===== config.mk =====
export PLATFORM = sky130hd
export DESIGN_NAME = irq_vector_pool_allocator
export DESIGN_NICKNAME = d
export VERILOG_FILES = /design/src/rtl/core/ivpa_pkg.sv /design/src/rtl/core/ivpa_ctrl.sv /design/src/rtl/core/ivpa_dpath.sv /design/src/rtl/core/irq_vector_pool_allocator.sv
export SDC_FILE = /design/constraint.sdc
export NUM_CORES = 2
export LEC_CHECK = 0
export BUFFER_PORTS_ARGS = -buffer_cell sky130_fd_sc_hd__buf_2
export CAP_MARGIN = 10
export CORE_MARGIN = 2
export CORE_UTILIZATION = 40
export DETAILED_ROUTE_END_ITERATION = 10
export PLACE_DENSITY = 0.51
export SLEW_MARGIN = 10
export SYNTH_ARGS = -nofsm -noshare
export SYNTH_HDL_FRONTEND = slang
export SYNTH_SLANG_ARGS = --single-unit

===== constraint.sdc =====
create_clock -name clk_i -period 6.2 [get_ports clk_i]
set_input_delay 0.93 -clock clk_i [delete_from_list [all_inputs] [get_ports clk_i]]
set_output_delay 0.93 -clock clk_i [all_outputs]
set_load 0.005 [all_outputs]

===== src/rtl/core/ivpa_pkg.sv =====
package ivpa_pkg;

  // Fixed field widths of the block's ports.
  localparam int unsigned MASK_W = 16;
  localparam int unsigned VEC_W  = 12;
  localparam int unsigned CPU_W  = 4;
  localparam int unsigned REFS_W = 8;
  localparam int unsigned LOAD_W = 7;
  localparam int unsigned CFG_IDX_W  = 3;
  localparam int unsigned CFG_DATA_W = 16;

  localparam logic [REFS_W-1:0] REFS_MAX = 8'd255;
  localparam logic [LOAD_W-1:0] LOAD_MAX = 7'd127;

  typedef enum logic [1:0] {
    REQ_ALLOC = 2'd0,
    REQ_GET   = 2'd1,
    REQ_PUT   = 2'd2
  } req_type_e;

  typedef enum logic [3:0] {
    RS_SHARED      = 4'd0,
    RS_NEW         = 4'd1,
    RS_SHARED_EXH  = 4'd2,
    RS_EXHAUSTED   = 4'd3,
    RS_GOT         = 4'd4,
    RS_GET_REFUSED = 4'd5,
    RS_DROPPED     = 4'd6,
    RS_FREED       = 4'd7,
    RS_BAD_PUT     = 4'd8,
    RS_EMPTY_MASK  = 4'd9
  } status_e;

  typedef enum logic [2:0] {
    CFG_ONLINE    = 3'd0,
    CFG_POOL_BASE = 3'd1,
    CFG_POOL_SIZE = 3'd2,
    CFG_MIN_REFS  = 3'd3,
    CFG_MAX_REFS  = 3'd4
  } cfg_idx_e;

  typedef enum logic [3:0] {
    S_IDLE,
    S_REQ,
    S_SCAN,
    S_DECIDE,
    S_CPU_SCAN,
    S_CPU_PICK,
    S_ALLOC,
    S_SHARE,
    S_EMPTY,
    S_EXHAUST,
    S_LOOKUP,
    S_REF
  } state_e;

  // Datapath operation issued by the controller each cycle.
  typedef enum logic [3:0] {
    OP_NONE,
    OP_LATCH,
    OP_SCAN_START,
    OP_SCAN,
    OP_DECIDE,
    OP_CPU_SCAN,
    OP_CPU_PICK,
    OP_ALLOC,
    OP_SHARE,
    OP_REF,
    OP_EMPTY,
    OP_EXHAUST
  } dp_op_e;

  typedef struct packed {
    logic mask_zero;
    logic n_zero;
    logic scan_hit;
    logic scan_last;
    logic free_found;
    logic best_found;
    logic onehot;
    logic cpu_hit;
    logic cpu_last;
    logic out_free;
  } dp_sts_t;

  typedef struct packed {
    logic [REFS_W-1:0] refs;
    logic [CPU_W-1:0]  cpu;
  } slot_t;

  // Index of the lowest set bit, zero when no bit is set.
  function automatic logic [CPU_W-1:0] lowest_bit(input logic [MASK_W-1:0] m);
    logic [CPU_W-1:0] r;
    r = '0;
    for (int i = MASK_W - 1; i >= 0; i--) begin
      if (m[i]) begin
        r = CPU_W'(i);
      end
    end
    return r;
  endfunction

endpackage


===== src/rtl/core/ivpa_ctrl.sv =====
module ivpa_ctrl import ivpa_pkg::*; (
  input  logic        clk_i,
  input  logic        rst_ni,
  input  logic        in_valid_i,
  input  logic [1:0]  req_type_i,
  input  dp_sts_t     sts_i,
  output logic        in_stall_o,
  output dp_op_e      op_o
);

  state_e state_q, state_d;

  always_ff @(posedge clk_i or negedge rst_ni) begin
    if (!rst_ni) begin
      state_q <= S_IDLE;
    end else begin
      state_q <= state_d;
    end
  end

  always_comb begin
    state_d    = state_q;
    op_o       = OP_NONE;
    in_stall_o = (state_q != S_IDLE);
    unique case (state_q)
      S_IDLE: begin
        if (in_valid_i) begin
          op_o = OP_LATCH;
          unique case (req_type_i)
            REQ_ALLOC:        state_d = S_REQ;
            REQ_GET, REQ_PUT: state_d = S_LOOKUP;
            default:          state_d = S_IDLE;
          endcase
        end
      end
      S_REQ: begin
        op_o = OP_SCAN_START;
        priority if (sts_i.mask_zero) begin
          state_d = S_EMPTY;
        end else if (sts_i.n_zero) begin
          state_d = S_DECIDE;
        end else begin
          state_d = S_SCAN;
        end
      end
      S_SCAN: begin
        op_o = OP_SCAN;
        priority if (sts_i.scan_hit) begin
          state_d = S_SHARE;
        end else if (sts_i.scan_last) begin
          state_d = S_DECIDE;
        end else begin
          state_d = S_SCAN;
        end
      end
      S_DECIDE: begin
        op_o = OP_DECIDE;
        priority if (sts_i.free_found) begin
          state_d = sts_i.onehot ? S_ALLOC : S_CPU_SCAN;
        end else if (sts_i.best_found) begin
          state_d = S_SHARE;
        end else begin
          state_d = S_EXHAUST;
        end
      end
      S_CPU_SCAN: begin
        op_o = OP_CPU_SCAN;
        priority if (sts_i.cpu_hit) begin
          state_d = S_ALLOC;
        end else if (sts_i.cpu_last) begin
          state_d = S_CPU_PICK;
        end else begin
          state_d = S_CPU_SCAN;
        end
      end
      S_CPU_PICK: begin
        op_o    = OP_CPU_PICK;
        state_d = S_ALLOC;
      end
      S_LOOKUP: begin
        state_d = S_REF;
      end
      S_ALLOC: begin
        if (sts_i.out_free) begin
          op_o    = OP_ALLOC;
          state_d = S_IDLE;
        end
      end
      S_SHARE: begin
        if (sts_i.out_free) begin
          op_o    = OP_SHARE;
          state_d = S_IDLE;
        end
      end
      S_EMPTY: begin
        if (sts_i.out_free) begin
          op_o    = OP_EMPTY;
          state_d = S_IDLE;
        end
      end
      S_EXHAUST: begin
        if (sts_i.out_free) begin
          op_o    = OP_EXHAUST;
          state_d = S_IDLE;
        end
      end
      S_REF: begin
        if (sts_i.out_free) begin
          op_o    = OP_REF;
          state_d = S_IDLE;
        end
      end
      default: begin
        state_d = S_IDLE;
      end
    endcase
  end

endmodule


===== src/rtl/core/ivpa_dpath.sv =====
module ivpa_dpath import ivpa_pkg::*; #(
  parameter int POOL_DEPTH = 64,
  parameter int NUM_CPUS   = 16
) (
  input  logic                  clk_i,
  input  logic                  rst_ni,
  input  dp_op_e                op_i,
  output dp_sts_t               sts_o,
  input  logic                  cfg_we_i,
  input  logic [CFG_IDX_W-1:0]  cfg_index_i,
  input  logic [CFG_DATA_W-1:0] cfg_wdata_i,
  input  logic [1:0]            req_type_i,
  input  logic [MASK_W-1:0]     cpu_sel_i,
  input  logic [VEC_W-1:0]      vector_i,
  output logic                  out_valid_o,
  input  logic                  out_stall_i,
  output logic [3:0]            status_o,
  output logic [VEC_W-1:0]      result_vector_o,
  output logic [CPU_W-1:0]      bound_cpu_o,
  output logic [REFS_W-1:0]     ref_count_o,
  output logic                  overloaded_o
);

  localparam int IW   = (POOL_DEPTH > 1) ? $clog2(POOL_DEPTH) : 1;
  localparam int CW   = (IW > CPU_W) ? IW : CPU_W;
  localparam int NCPU = (NUM_CPUS < 16) ? NUM_CPUS : 16;
  localparam int CPW  = (NCPU > 1) ? $clog2(NCPU) : 1;
  localparam logic [MASK_W-1:0] FIELD_MASK =
    (NUM_CPUS >= 16) ? 16'hFFFF : MASK_W'((32'd1 << NUM_CPUS) - 32'd1);
  localparam logic [8:0] DEPTH_N = 9'(POOL_DEPTH);

  // Configuration registers.
  logic [MASK_W-1:0] online_q;
  logic [10:0]       base_q;
  logic [6:0]        size_q;
  logic [REFS_W-1:0] min_q;
  logic [REFS_W-1:0] max_q;

  // Latched item.
  logic [1:0]        type_q;
  logic [MASK_W-1:0] mask_q;
  logic [VEC_W-1:0]  vec_q;

  // Pool state.
  logic [POOL_DEPTH-1:0] valid_q;
  slot_t                 mem_q [POOL_DEPTH];
  slot_t                 rdata_q;
  logic [LOAD_W-1:0]     load_q [NCPU];

  // Scan trackers.
  logic [CW-1:0]     cnt_q, cnt_d;
  logic              free_found_q, best_found_q, cb_found_q;
  logic [IW-1:0]     free_idx_q, best_idx_q, tgt_idx_q;
  slot_t             best_q, tgt_q;
  status_e           tgt_st_q;
  logic [CPU_W-1:0]  chosen_q, cb_q;
  logic [LOAD_W-1:0] cb_load_q;

  // Output register.
  logic              out_valid_q;
  status_e           out_st_q, out_st_d;
  logic [VEC_W-1:0]  out_vec_q, out_vec_d;
  logic [CPU_W-1:0]  out_cpu_q, out_cpu_d;
  logic [REFS_W-1:0] out_refs_q, out_refs_d;
  logic              out_ovl_q, out_ovl_d;
  logic              commit;

  logic [8:0]        n_eff;
  logic [VEC_W-1:0]  off;
  logic [IW-1:0]     off_idx, slot_idx, raddr;
  logic              in_range;
  logic              match, hit, best_upd;
  logic [CPU_W-1:0]  cpu_idx, la;
  logic [LOAD_W-1:0] load_rd, load_wdata;
  logic              load_we;
  logic              cand, cpu_hit, cb_upd;
  logic [REFS_W-1:0] share_refs, get_refs;
  logic              mem_we;
  logic [IW-1:0]     mem_waddr;
  slot_t             mem_wdata;
  logic              valid_set, valid_clr;
  logic              out_free;

  function automatic logic [REFS_W-1:0] sat_inc(input logic [REFS_W-1:0] v);
    return (v == REFS_MAX) ? v : v + 8'd1;
  endfunction

  assign n_eff    = ({2'b00, size_q} < DEPTH_N) ? {2'b00, size_q} : DEPTH_N;
  assign off      = vec_q - {1'b0, base_q};
  assign off_idx  = off[IW-1:0];
  assign in_range = (vec_q >= {1'b0, base_q}) && ({3'b000, n_eff} > off) && valid_q[off_idx];
  assign slot_idx = cnt_q[IW-1:0];
  assign cpu_idx  = cnt_q[CPU_W-1:0];
  assign out_free = !out_valid_q || !out_stall_i;

  // Slot scan: one slot per cycle, read address runs one ahead of the count.
  assign match    = valid_q[slot_idx] && mask_q[rdata_q.cpu];
  assign hit      = (op_i == OP_SCAN) && match && (rdata_q.refs < min_q);
  assign best_upd = match && (!best_found_q || (rdata_q.refs < best_q.refs));

  // CPU scan over the load counters.
  assign load_rd = load_q[la[CPW-1:0]];
  assign cand    = mask_q[cpu_idx] && online_q[cpu_idx];
  assign cpu_hit = (op_i == OP_CPU_SCAN) && cand && (load_rd == '0);
  assign cb_upd  = cand && (!cb_found_q || (load_rd < cb_load_q));

  assign share_refs = sat_inc(tgt_q.refs);
  assign get_refs   = sat_inc(rdata_q.refs);

  always_comb begin
    sts_o.mask_zero  = (mask_q == '0);
    sts_o.n_zero     = (n_eff == '0);
    sts_o.scan_hit   = hit;
    sts_o.scan_last  = (9'(cnt_q) == (n_eff - 9'd1));
    sts_o.free_found = free_found_q;
    sts_o.best_found = best_found_q;
    sts_o.onehot     = ((mask_q & (mask_q - 16'd1)) == '0);
    sts_o.cpu_hit    = cpu_hit;
    sts_o.cpu_last   = (cnt_q == CW'(NCPU - 1));
    sts_o.out_free   = out_free;
  end

  always_comb begin
    cnt_d = cnt_q;
    raddr = off_idx;
    unique case (op_i)
      OP_SCAN_START, OP_DECIDE: cnt_d = '0;
      OP_SCAN, OP_CPU_SCAN:     cnt_d = cnt_q + CW'(1);
      default:                  cnt_d = cnt_q;
    endcase
    if (op_i == OP_SCAN_START || op_i == OP_SCAN) begin
      raddr = cnt_d[IW-1:0];
    end
  end

  always_comb begin
    unique case (op_i)
      OP_CPU_SCAN: la = cpu_idx;
      OP_REF:      la = rdata_q.cpu;
      default:     la = chosen_q;
    endcase
  end

  // Commit: result beat plus the state update of one item.
  always_comb begin
    commit     = 1'b0;
    out_st_d   = RS_EMPTY_MASK;
    out_vec_d  = '0;
    out_cpu_d  = '0;
    out_refs_d = '0;
    out_ovl_d  = 1'b0;
    mem_we     = 1'b0;
    mem_waddr  = off_idx;
    mem_wdata  = rdata_q;
    valid_set  = 1'b0;
    valid_clr  = 1'b0;
    load_we    = 1'b0;
    load_wdata = load_rd;
    unique case (op_i)
      OP_ALLOC: begin
        commit         = 1'b1;
        out_st_d       = RS_NEW;
        out_vec_d      = VEC_W'({1'b0, base_q}) + VEC_W'(free_idx_q);
        out_cpu_d      = chosen_q;
        out_refs_d     = 8'd1;
        mem_we         = 1'b1;
        mem_waddr      = free_idx_q;
        mem_wdata.refs = 8'd1;
        mem_wdata.cpu  = chosen_q;
        valid_set      = 1'b1;
        load_we        = 1'b1;
        load_wdata     = (load_rd < LOAD_MAX) ? load_rd + 7'd1 : load_rd;
      end
      OP_SHARE: begin
        commit         = 1'b1;
        out_st_d       = tgt_st_q;
        out_vec_d      = VEC_W'({1'b0, base_q}) + VEC_W'(tgt_idx_q);
        out_cpu_d      = tgt_q.cpu;
        out_refs_d     = share_refs;
        out_ovl_d      = (share_refs > max_q);
        mem_we         = 1'b1;
        mem_waddr      = tgt_idx_q;
        mem_wdata.refs = share_refs;
        mem_wdata.cpu  = tgt_q.cpu;
      end
      OP_REF: begin
        commit    = 1'b1;
        out_vec_d = vec_q;
        if (type_q == REQ_GET) begin
          if (in_range) begin
            out_st_d       = RS_GOT;
            out_cpu_d      = rdata_q.cpu;
            out_refs_d     = get_refs;
            mem_we         = 1'b1;
            mem_wdata.refs = get_refs;
          end else begin
            out_st_d = RS_GET_REFUSED;
          end
        end else begin
          priority if (!in_range) begin
            out_st_d = RS_BAD_PUT;
          end else if (rdata_q.refs > 8'd1) begin
            out_st_d       = RS_DROPPED;
            out_cpu_d      = rdata_q.cpu;
            out_refs_d     = rdata_q.refs - 8'd1;
            mem_we         = 1'b1;
            mem_wdata.refs = rdata_q.refs - 8'd1;
          end else begin
            // Last reference gone: the slot is freed and its CPU unloaded.
            out_st_d       = RS_FREED;
            out_cpu_d      = rdata_q.cpu;
            mem_we         = 1'b1;
            mem_wdata.refs = '0;
            valid_clr      = 1'b1;
            load_we        = 1'b1;
            load_wdata     = (load_rd != '0) ? load_rd - 7'd1 : load_rd;
          end
        end
      end
      OP_EMPTY: begin
        commit   = 1'b1;
        out_st_d = RS_EMPTY_MASK;
      end
      OP_EXHAUST: begin
        commit   = 1'b1;
        out_st_d = RS_EXHAUSTED;
      end
      default: begin
        commit = 1'b0;
      end
    endcase
  end

  // Control state and configuration.
  always_ff @(posedge clk_i or negedge rst_ni) begin
    if (!rst_ni) begin
      online_q     <= 16'hFFFF;
      base_q       <= '0;
      size_q       <= 7'd64;
      min_q        <= 8'd2;
      max_q        <= 8'd16;
      valid_q      <= '0;
      out_valid_q  <= 1'b0;
      free_found_q <= 1'b0;
      best_found_q <= 1'b0;
      cb_found_q   <= 1'b0;
      for (int i = 0; i < NCPU; i++) begin
        load_q[i] <= '0;
      end
    end else begin
      if (cfg_we_i) begin
        unique case (cfg_index_i)
          CFG_ONLINE:    online_q <= cfg_wdata_i;
          CFG_POOL_BASE: base_q   <= cfg_wdata_i[10:0];
          CFG_POOL_SIZE: size_q   <= cfg_wdata_i[6:0];
          CFG_MIN_REFS:  min_q    <= cfg_wdata_i[7:0];
          CFG_MAX_REFS:  max_q    <= cfg_wdata_i[7:0];
          default:       ;
        endcase
      end
      if (valid_set) begin
        valid_q[free_idx_q] <= 1'b1;
      end
      if (valid_clr) begin
        valid_q[off_idx] <= 1'b0;
      end
      if (load_we) begin
        load_q[la[CPW-1:0]] <= load_wdata;
      end
      if (commit) begin
        out_valid_q <= 1'b1;
      end else if (!out_stall_i) begin
        out_valid_q <= 1'b0;
      end
      unique case (op_i)
        OP_SCAN_START: begin
          free_found_q <= 1'b0;
          best_found_q <= 1'b0;
        end
        OP_SCAN: begin
          if (!valid_q[slot_idx] && !free_found_q) begin
            free_found_q <= 1'b1;
          end
          if (!hit && best_upd) begin
            best_found_q <= 1'b1;
          end
        end
        OP_DECIDE: begin
          cb_found_q <= 1'b0;
        end
        OP_CPU_SCAN: begin
          if (!cpu_hit && cb_upd) begin
            cb_found_q <= 1'b1;
          end
        end
        default: ;
      endcase
    end
  end

  // Payload registers.
  always_ff @(posedge clk_i) begin
    cnt_q <= cnt_d;
    if (op_i == OP_LATCH) begin
      type_q <= req_type_i;
      mask_q <= cpu_sel_i & FIELD_MASK;
      vec_q  <= vector_i;
    end
    unique case (op_i)
      OP_SCAN: begin
        if (!valid_q[slot_idx] && !free_found_q) begin
          free_idx_q <= slot_idx;
        end
        if (hit) begin
          tgt_idx_q <= slot_idx;
          tgt_q     <= rdata_q;
          tgt_st_q  <= RS_SHARED;
        end else if (best_upd) begin
          best_idx_q <= slot_idx;
          best_q     <= rdata_q;
        end
      end
      OP_DECIDE: begin
        // The best match is only used when the pool turns out full.
        tgt_idx_q <= best_idx_q;
        tgt_q     <= best_q;
        tgt_st_q  <= RS_SHARED_EXH;
        chosen_q  <= lowest_bit(mask_q);
      end
      OP_CPU_SCAN: begin
        if (cpu_hit) begin
          chosen_q <= cpu_idx;
        end else if (cb_upd) begin
          cb_q      <= cpu_idx;
          cb_load_q <= load_rd;
        end
      end
      OP_CPU_PICK: begin
        chosen_q <= cb_found_q ? cb_q : lowest_bit(online_q & FIELD_MASK);
      end
      default: ;
    endcase
    if (commit) begin
      out_st_q   <= out_st_d;
      out_vec_q  <= out_vec_d;
      out_cpu_q  <= out_cpu_d;
      out_refs_q <= out_refs_d;
      out_ovl_q  <= out_ovl_d;
    end
  end

  // Slot memory: one write port, one registered read port.
  always_ff @(posedge clk_i) begin
    if (mem_we) begin
      mem_q[mem_waddr] <= mem_wdata;
    end
    rdata_q <= mem_q[raddr];
  end

  assign out_valid_o     = out_valid_q;
  assign status_o        = out_st_q;
  assign result_vector_o = out_vec_q;
  assign bound_cpu_o     = out_cpu_q;
  assign ref_count_o     = out_refs_q;
  assign overloaded_o    = out_ovl_q;

endmodule


===== src/rtl/core/irq_vector_pool_allocator.sv =====
// Interrupt vector pool allocator. Each pool slot stands for vector pool_base + slot, is bound
// to one CPU and carries a saturating reference count. A request beat (req_type 0) scans the
// valid slots whose CPU lies in cpu_sel: the first one with a count below min_refs is shared
// (status shared); otherwise the lowest free slot is allocated and bound to the mask's single
// CPU or to the least-loaded online CPU of the mask (status new); with a full pool the matching
// slot with the lowest count is shared (status shared exhausted), and overloaded flags a shared
// count above max_refs. Take (1) and drop (2) beats adjust the count of the addressed vector;
// the last drop frees the slot and lowers its CPU's load. Type 3 gives no result. The block
// works on one beat at a time; a request is paced by the slot scan, which reads the slot
// memory one entry per cycle over the effective pool size, then by a scan of the CPU load
// counters when a multi-CPU mask needs a new slot. A new beat is accepted while the previous
// result still waits in the output register. The user must write configuration through the
// plain write port only while the block is idle; the block itself does not enforce this.
module irq_vector_pool_allocator import ivpa_pkg::*; #(
  parameter int POOL_DEPTH = 64,
  parameter int NUM_CPUS   = 16
) (
  input  logic                  clk_i,
  input  logic                  rst_ni,
  input  logic                  cfg_we_i,
  input  logic [CFG_IDX_W-1:0]  cfg_index_i,
  input  logic [CFG_DATA_W-1:0] cfg_wdata_i,
  input  logic                  in_valid_i,
  output logic                  in_stall_o,
  input  logic [1:0]            req_type_i,
  input  logic [MASK_W-1:0]     cpu_sel_i,
  input  logic [VEC_W-1:0]      vector_i,
  output logic                  out_valid_o,
  input  logic                  out_stall_i,
  output logic [3:0]            status_o,
  output logic [VEC_W-1:0]      result_vector_o,
  output logic [CPU_W-1:0]      bound_cpu_o,
  output logic [REFS_W-1:0]     ref_count_o,
  output logic                  overloaded_o
);

  // The controller sequences each beat; the datapath holds the pool, the CPU
  // loads, the configuration and the output register.
  dp_op_e  op;
  dp_sts_t sts;

  ivpa_ctrl u_ctrl (
    .clk_i      (clk_i),
    .rst_ni     (rst_ni),
    .in_valid_i (in_valid_i),
    .req_type_i (req_type_i),
    .sts_i      (sts),
    .in_stall_o (in_stall_o),
    .op_o       (op)
  );

  ivpa_dpath #(
    .POOL_DEPTH (POOL_DEPTH),
    .NUM_CPUS   (NUM_CPUS)
  ) u_dpath (
    .clk_i           (clk_i),
    .rst_ni          (rst_ni),
    .op_i            (op),
    .sts_o           (sts),
    .cfg_we_i        (cfg_we_i),
    .cfg_index_i     (cfg_index_i),
    .cfg_wdata_i     (cfg_wdata_i),
    .req_type_i      (req_type_i),
    .cpu_sel_i       (cpu_sel_i),
    .vector_i        (vector_i),
    .out_valid_o     (out_valid_o),
    .out_stall_i     (out_stall_i),
    .status_o        (status_o),
    .result_vector_o (result_vector_o),
    .bound_cpu_o     (bound_cpu_o),
    .ref_count_o     (ref_count_o),
    .overloaded_o    (overloaded_o)
  );

endmodule


# Word level (Yosys, flattened, before mapping)
# Memories as Yosys holds them, arrays and structs flattened. A register that Yosys moved wholly into a read port is not among the register bits.
# Index checks and enable logic that the tools add are counted.
[totals]
register_bits = 360
ram_bits = 768
out_inout_bits = 31
wordCells = 319
memories = 1
[memory_table]
columns = ["memory", "words", "word_bits", "rd", "rd_ports_with_merged_regs", "write_ports", "line", "rtl"]
rows = [
  ["u_dpath.mem_q", 64, 12, 1, 1, 1, "ivpa_dpath.sv:46", "slot_t mem_q [POOL_DEPTH];"],
]
[classes]
n_addsub = 11
magnitude_cmp = 18
eq_ne = 41
muxes = 133
bitwise_logic = 7
reduce_logical = 61
[op_table]
columns = ["op", "n"]
rows = [
  ["$mux 4", 49],
  ["$mux 64", 2],
  ["$bwmux 112", 1],
  ["$mux 8", 9],
  ["$and 64x64->64", 1],
  ["$not 64->64", 1],
  ["$or 64x64->64", 1],
  ["$mux 7", 9],
  ["$pmux 8 s3", 2],
  ["$pmux 4 s11", 1],
  ["$pmux 12 s3", 1],
  ["$pmux 6 s2", 3],
  ["$eq 4x3->1 const B", 8],
  ["$eq 4x4->1 const B", 8],
  ["$logic_not 16->1", 2],
  ["$pmux 4 s2", 4],
  ["$pmux 4 s8", 1],
  ["$bmux 7 s4", 1],
  ["$demux 7 s4", 1],
  ["$mux 1", 27],
  ["$add 11x6->12", 2],
  ["$pmux 12 s2", 1],
  ["$pmux 4 s3", 2],
  ["$reduce_and 2->1", 12],
  ["other kinds (60)", 122],
]

# Depth between registers and ports, before layout
[logic_depth]
ltp_word = 18
ltp_mapped = 24
ltp_nobuf = 21

# Modules after synthesis
# From an unflattened synthesis, not the netlist that was laid out.
[hier_totals]
cells_unflattened = 4052
hier_area_um2 = 51521.9
[modules_own_cells]
columns = ["module", "n_inst", "cells_each", "area_each_um2"]
rows = [
  ["ivpa_dpath", 1, 3973, 50952.6],
  ["ivpa_ctrl", 1, 79, 569.3],
]

# Worst setup path after synthesis
# OpenSTA, ideal clock, no wires.
[synth_timing]
path_type = "reg2reg"
start = "register u_dpath.vec_q[0]"
end = "memory u_dpath.mem_q[0][11] (netlist bit), data pin"
setup_time_ns = 0.348
arrival_time_ns = 4.927
required_time_ns = 5.852
path_slack_ns = 0.924
stages_incl_launch_ff = 21
path_buffers = 2
synth_period_minus_slack_ns = 5.276
cell_sequence = "edfxtp_1 > inv_1 > ha_1 > inv_1 > fa_1 > xor2_1 > inv_1 > clkbuf_1 > ha_1 > and4_1 > a41oi_1 > o211ai_1 > a41oi_1 > nand4_1 > nor4_1 > clkbuf_1 > nand2_1 > nor4_1 > o31ai_1 > o22ai_1 > a21o_1"
[synth_lines]
columns = ["item", "line", "rtl"]
rows = [
  ["from (decl)", "ivpa_dpath.sv:42", "logic [VEC_W-1:0] vec_q;"],
  ["from (signal assigned)", "ivpa_dpath.sv:307", "vec_q <= vector_i;"],
  ["to (decl)", "ivpa_dpath.sv:46", ""],
]

# Worst setup path after layout
[layout_timing]
start = "register u_ctrl.state_q[2]"
end = "register u_dpath.load_q[32] (netlist bit)"
[layout_via]
elab_chain_cells = 15
word_cells_on_any_way = 37
classes_between = "2 x add/sub; 3 x order compare; 13 x eq/ne; 15 x mux; 1 x bitwise; 3 x reduce/logical"
[layout_lines]
columns = ["item", "line", "rtl"]
rows = [
  ["from (decl)", "ivpa_ctrl.sv:11", "state_e state_q, state_d;"],
  ["from (signal assigned)", "ivpa_ctrl.sv:17", "state_q <= state_d;"],
  ["$eq 4x4->1, or another cell as far along", "ivpa_ctrl.sv:25", "unique case (state_q)"],
  ["$pmux 4 s11 *", "ivpa_ctrl.sv:25", ""],
  ["$eq 4x4->1 or $eq 4x3->1 (tied branches)", "ivpa_dpath.sv:137, ivpa_dpath.sv:159", ""],
  ["$pmux 4 s2", "ivpa_dpath.sv:137", "unique case (op_i)"],
  ["$not 4->5 (implied by the code)", "ivpa_dpath.sv:102, ivpa_dpath.sv:268", ""],
  ["$bmux 7 s4", "ivpa_dpath.sv:102", "assign load_rd = load_q[la[CPW-1:0]];"],
  ["$mux 7 (implied by the code) (2 in series)", "ivpa_dpath.sv:102", ""],
  ["$sub 7x1->7 or $reduce_bool 7->1 (tied branches)", "ivpa_dpath.sv:216", "load_wdata = (load_rd != '0) ? load_rd - 7'd1 : load_rd;"],
  ["$mux 7", "ivpa_dpath.sv:216", ""],
  ["$mux 7", "ivpa_dpath.sv:202", "end else if (rdata_q.refs > 8'd1) begin"],
  ["$mux 7", "ivpa_dpath.sv:200", "priority if (!in_range) begin"],
  ["$mux 7", "ivpa_dpath.sv:189", "if (type_q == REQ_GET) begin"],
  ["$pmux 7 s2", "ivpa_dpath.sv:159", "unique case (op_i)"],
  ["$bwmux 112", "ivpa_dpath.sv:268", "load_q[la[CPW-1:0]] <= load_wdata;"],
  ["to (signal, indexed assignment)", "ivpa_dpath.sv:268", ""],
  ["to (decl)", "ivpa_dpath.sv:48", "logic [LOAD_W-1:0] load_q [NCPU];"],
]
# Every way passes the cells marked *; elsewhere a longest branch is shown, timed or not. The select of a mux whose other input is x is not followed.
# A chain may end at the register's enable or synchronous reset.

==> results.yml <==
synthesis:
  yosys.area_share.simple_pct: 7.69
  synthXorXnorAreaFrac_pct: 0.509
  yosysWarnings: 0
  async_reset_ff_share_pct: 20.6
  synthTopCellsByArea: "edfxtp_1, dfrtp_1, mux4_2, nand2_1, a21oi_1"
  synth_fp_nets: 3527
  synth_top_family_by_area: "multiplexers"
  postSynthCellCount: 3409
  synth_flop_cell: "edfxtp_1"
  ys_ff_latch: 1137
  avgSynthCellArea_sq_um: 14.6
  synth.distinct_cells: 89
  netlist.area_leader.share_pct: 53.3
  synth_compound_area_share_pct: 9.08
  yosys.area.top_type: "edfxtp_1"
  syn_area_sq_um: 49900
  synth_fa_ha_area_share_pct: 1.68
  synthMuxAreaShare_pct: 13.0
  synth_edf_count: 885
  ys_seq_area_share_pct: 65.8
timing:
  period_needed_ns: 5.72
  finClkSkew_ns: 0.0352
  finalSetupViolations: 0
  max_freq_ghz: 0.175
  rsz0062_at_grt: "no"
  slew_violations: 0
  slew_headroom_pct: 18.0
  hold_viol_final: 0
  tns_ns: 0
  worstMarginPinSlew_ns: 1.22
  post-route-period-util_pct: 92.2
clock_tree:
  h-tree-depth: 3
  postCtsSetupBuffers: 0
  root_buffer: "clkbuf_16"
  cts_resized: 0
  numCtsBuffers: 119
  tritoncts: "built"
  clk_latency_ns: 0.74
  cts_sinks: 1137
  hold_buffers: 0
  clk_path_buf_depth: 3
  cts.clk_slew.worst_paths_ns: 0.06
setup_path:
  endpoint: "u_dpath.load_q[32]"
  critPathMaxStageDelay_ns: 0.92
  worstReg2RegEnd: "u_dpath.load_q[32]"
  path_class: "flop to flop"
  crit_chain: "inv_2, nor2_2, nand2_2, a311oi_1, nand3_1, o22ai_1, or4_1, nand3_1, or2_1, a311o_1, nand2_1, o21ai_0"
  rr_startpoint: "u_ctrl.state_q[2]"
  cp.required_ns: 6.78
  reg2reg_depth: 12
  startpoint_type: "flop"
  arrival_ns: 6.30
  critPathBufInv: 1
  reg2reg_slack_ns: 0.48
  cp_top_family: "simple AND/OR/NAND/NOR gates"
  path_depth: 12
  cp_common_cell: "nand3_1"
  crit_path_end_kind: "flop"
  cp-startpoint: "u_ctrl.state_q[2]"
  crit_fanout: 23
  slowest_stage: "dfrtp_1"
global_routing:
  antenna_found_initial: 3
  grt.total_usage_pct: 21.8
  grt_pass1_wl_mm: 207
  grt_pass1_vias: 31400
  grt_max_degree: 157
  grt_overflow: 0
cells_and_area:
  synthToLayoutAreaGrowth_pct: 14.0
  num-nets-final: 3698
  final_cell_mix: "edfxtp_1, nand2_1, mux4_2"
  num_antenna_cells: 0
  fillers: 10900
  final_util_pct: 46.0
  layout-drive-gt1-share_pct: 21.5
  final_common_cell: "edfxtp_1"
route:
  drc_errors: 0
  routed-via-count: 30900
  dr.pass1.iters: 6
  wirelength_mm: 139
  ant_nets: 0
  wl_per_cell_um: 26.2
  routed_via_density: 5.81
  drt_iter0_drc: 2817
floorplan:
  ios: 85
  dieArea_sq_um: 127000
  start_util_pct: 40.3
  std_cell_rows: 129
  core_area_sq_um: 124000
  dieWidth_um: 357
  die_h_um: 357
placed_design:
  place_hpwl_mm: 91.2
  io_buffers: 84
  gp_congestion: 0.898
pwr:
  p_per_area_nw_per_um2: 531
  peakVddDrop_uv: 316
  cellLeakagePower_nw: 20.3
run_status:
  status: "finished, final reports clean"
flow_run:
  maxCapViolCount: 0
hold_path:
  hold_class: "input port to async pin"
cell usage after synthesis (19+ instances only):
cell type    n
o21ai_0    151
and2_1      58
a211oi_1    68
xnor2_1     19
inv_1       85
a311oi_1    29
buf_2       23
clkbuf_1   128
nand2b_1    31
a31oi_1     41
edfxtp_1   885
dfrtp_1    215
mux2i_1     58
o21ai_1     27
o22ai_1     37
a21oi_1    218
nor2_1     180
dfstp_2     19
nand3_1     52
mux4_2     225
buf_1       32
nor3_1      36
nor2b_1     21
nand2_1    347
mux2_2      72
a21o_1      35
ha_1        62
kinds of logic after synthesis:
logic type	Yosys count
buffers and inverters	277
flip-flops	1137
AND/OR/NAND/NOR	821
multiplexers	356
XOR/XNOR	29
adder cells (fa/ha/maj)	66
AO/OA/AOI/OAI	723
final cells by class:
cell class / count / area [sq um] / area share [%]
Timing Repair Buffer: 241 / 1860 / 3.27
Inverter: 86 / 323 / 0.568
Multi-Input combinational cell: 1995 / 16100 / 28.4
Sequential cell: 1137 / 32800 / 57.7
Tap cell: 1637 / 2050 / 3.60
Clock inverter: 52 / 360 / 0.634
Clock buffer: 167 / 3300 / 5.81
layer usage:
layer,vias up,routed length (um),track usage (%)
met2,1093,67400,36.1
li1,13500,-,-
met1,16000,59800,29.7
met5,-,0,0
met4,0,4140,6.82
met3,241,8010,3.51
metrics by stage:
step	setup slack (ns)	hold WS (ns)	power [mW]	cell area (sq um)	std cells
3_5_place_dp	0.324	0.469	23.6	53100	5096
3_3_place_gp	0.447	0.455	23.4	53100	5096
5_1_grt	0.117	0.203	31.6	56800	5315
2_1_floorplan	0.924	0.406	18.3	49900	3409
6_report	0.481	0.178	30.2	56800	5315
4_1_cts	0.303	0.169	30.4	56800	5315
worst min-delay path by stage:
stage | from | endpoint | depth (start not counted)
3_3_place_gp | u_dpath.load_q[108] | u_dpath.load_q[108] | 2
5_1_grt | rst_ni | u_dpath.base_q[5] | 1
6_report | rst_ni | u_dpath.base_q[5] | 1
3_5_place_dp | u_dpath.load_q[75] | u_dpath.load_q[75] | 2
2_1_floorplan | u_dpath.rdata_q[0] | u_dpath.best_q[0] | 0
4_1_cts | rst_ni | u_dpath.base_q[5] | 1
where the power goes:
part | internal, mW | leakage, nW | switching (mW)
registers | 9.84 | 11.2 | 0.613
clock network | 3.78 | 1.81 | 2.99
logic | 4.66 | 7.26 | 8.29
worst register-to-register path, cell delays in order (launching register included):
cell and delay (ns):
dfrtp_1 0.92, inv_2 0.17, nor2_2 0.39, nand2_2 0.25
a311oi_1 0.84, nand3_1 0.55, o22ai_1 0.43, or4_1 0.47
nand3_1 0.20, or2_1 0.35, a311o_1 0.39, nand2_1 0.41
o21ai_0 0.20
flip-flops by register name, indices dropped and copies added, names as in the netlist, 11 cells and up:
name and cells:
u_dpath.load_q 112, u_dpath.rdata_q 12, u_dpath.result_vector_o 12, u_dpath.base_q 11, u_dpath.valid_q 64, u_dpath.mask_q 16, u_dpath.online_q 16, u_dpath.mem_q 768
u_dpath.best_q 12, u_dpath.tgt_q 12, u_dpath.vec_q 12
Power figures use the tool's default switching activity.
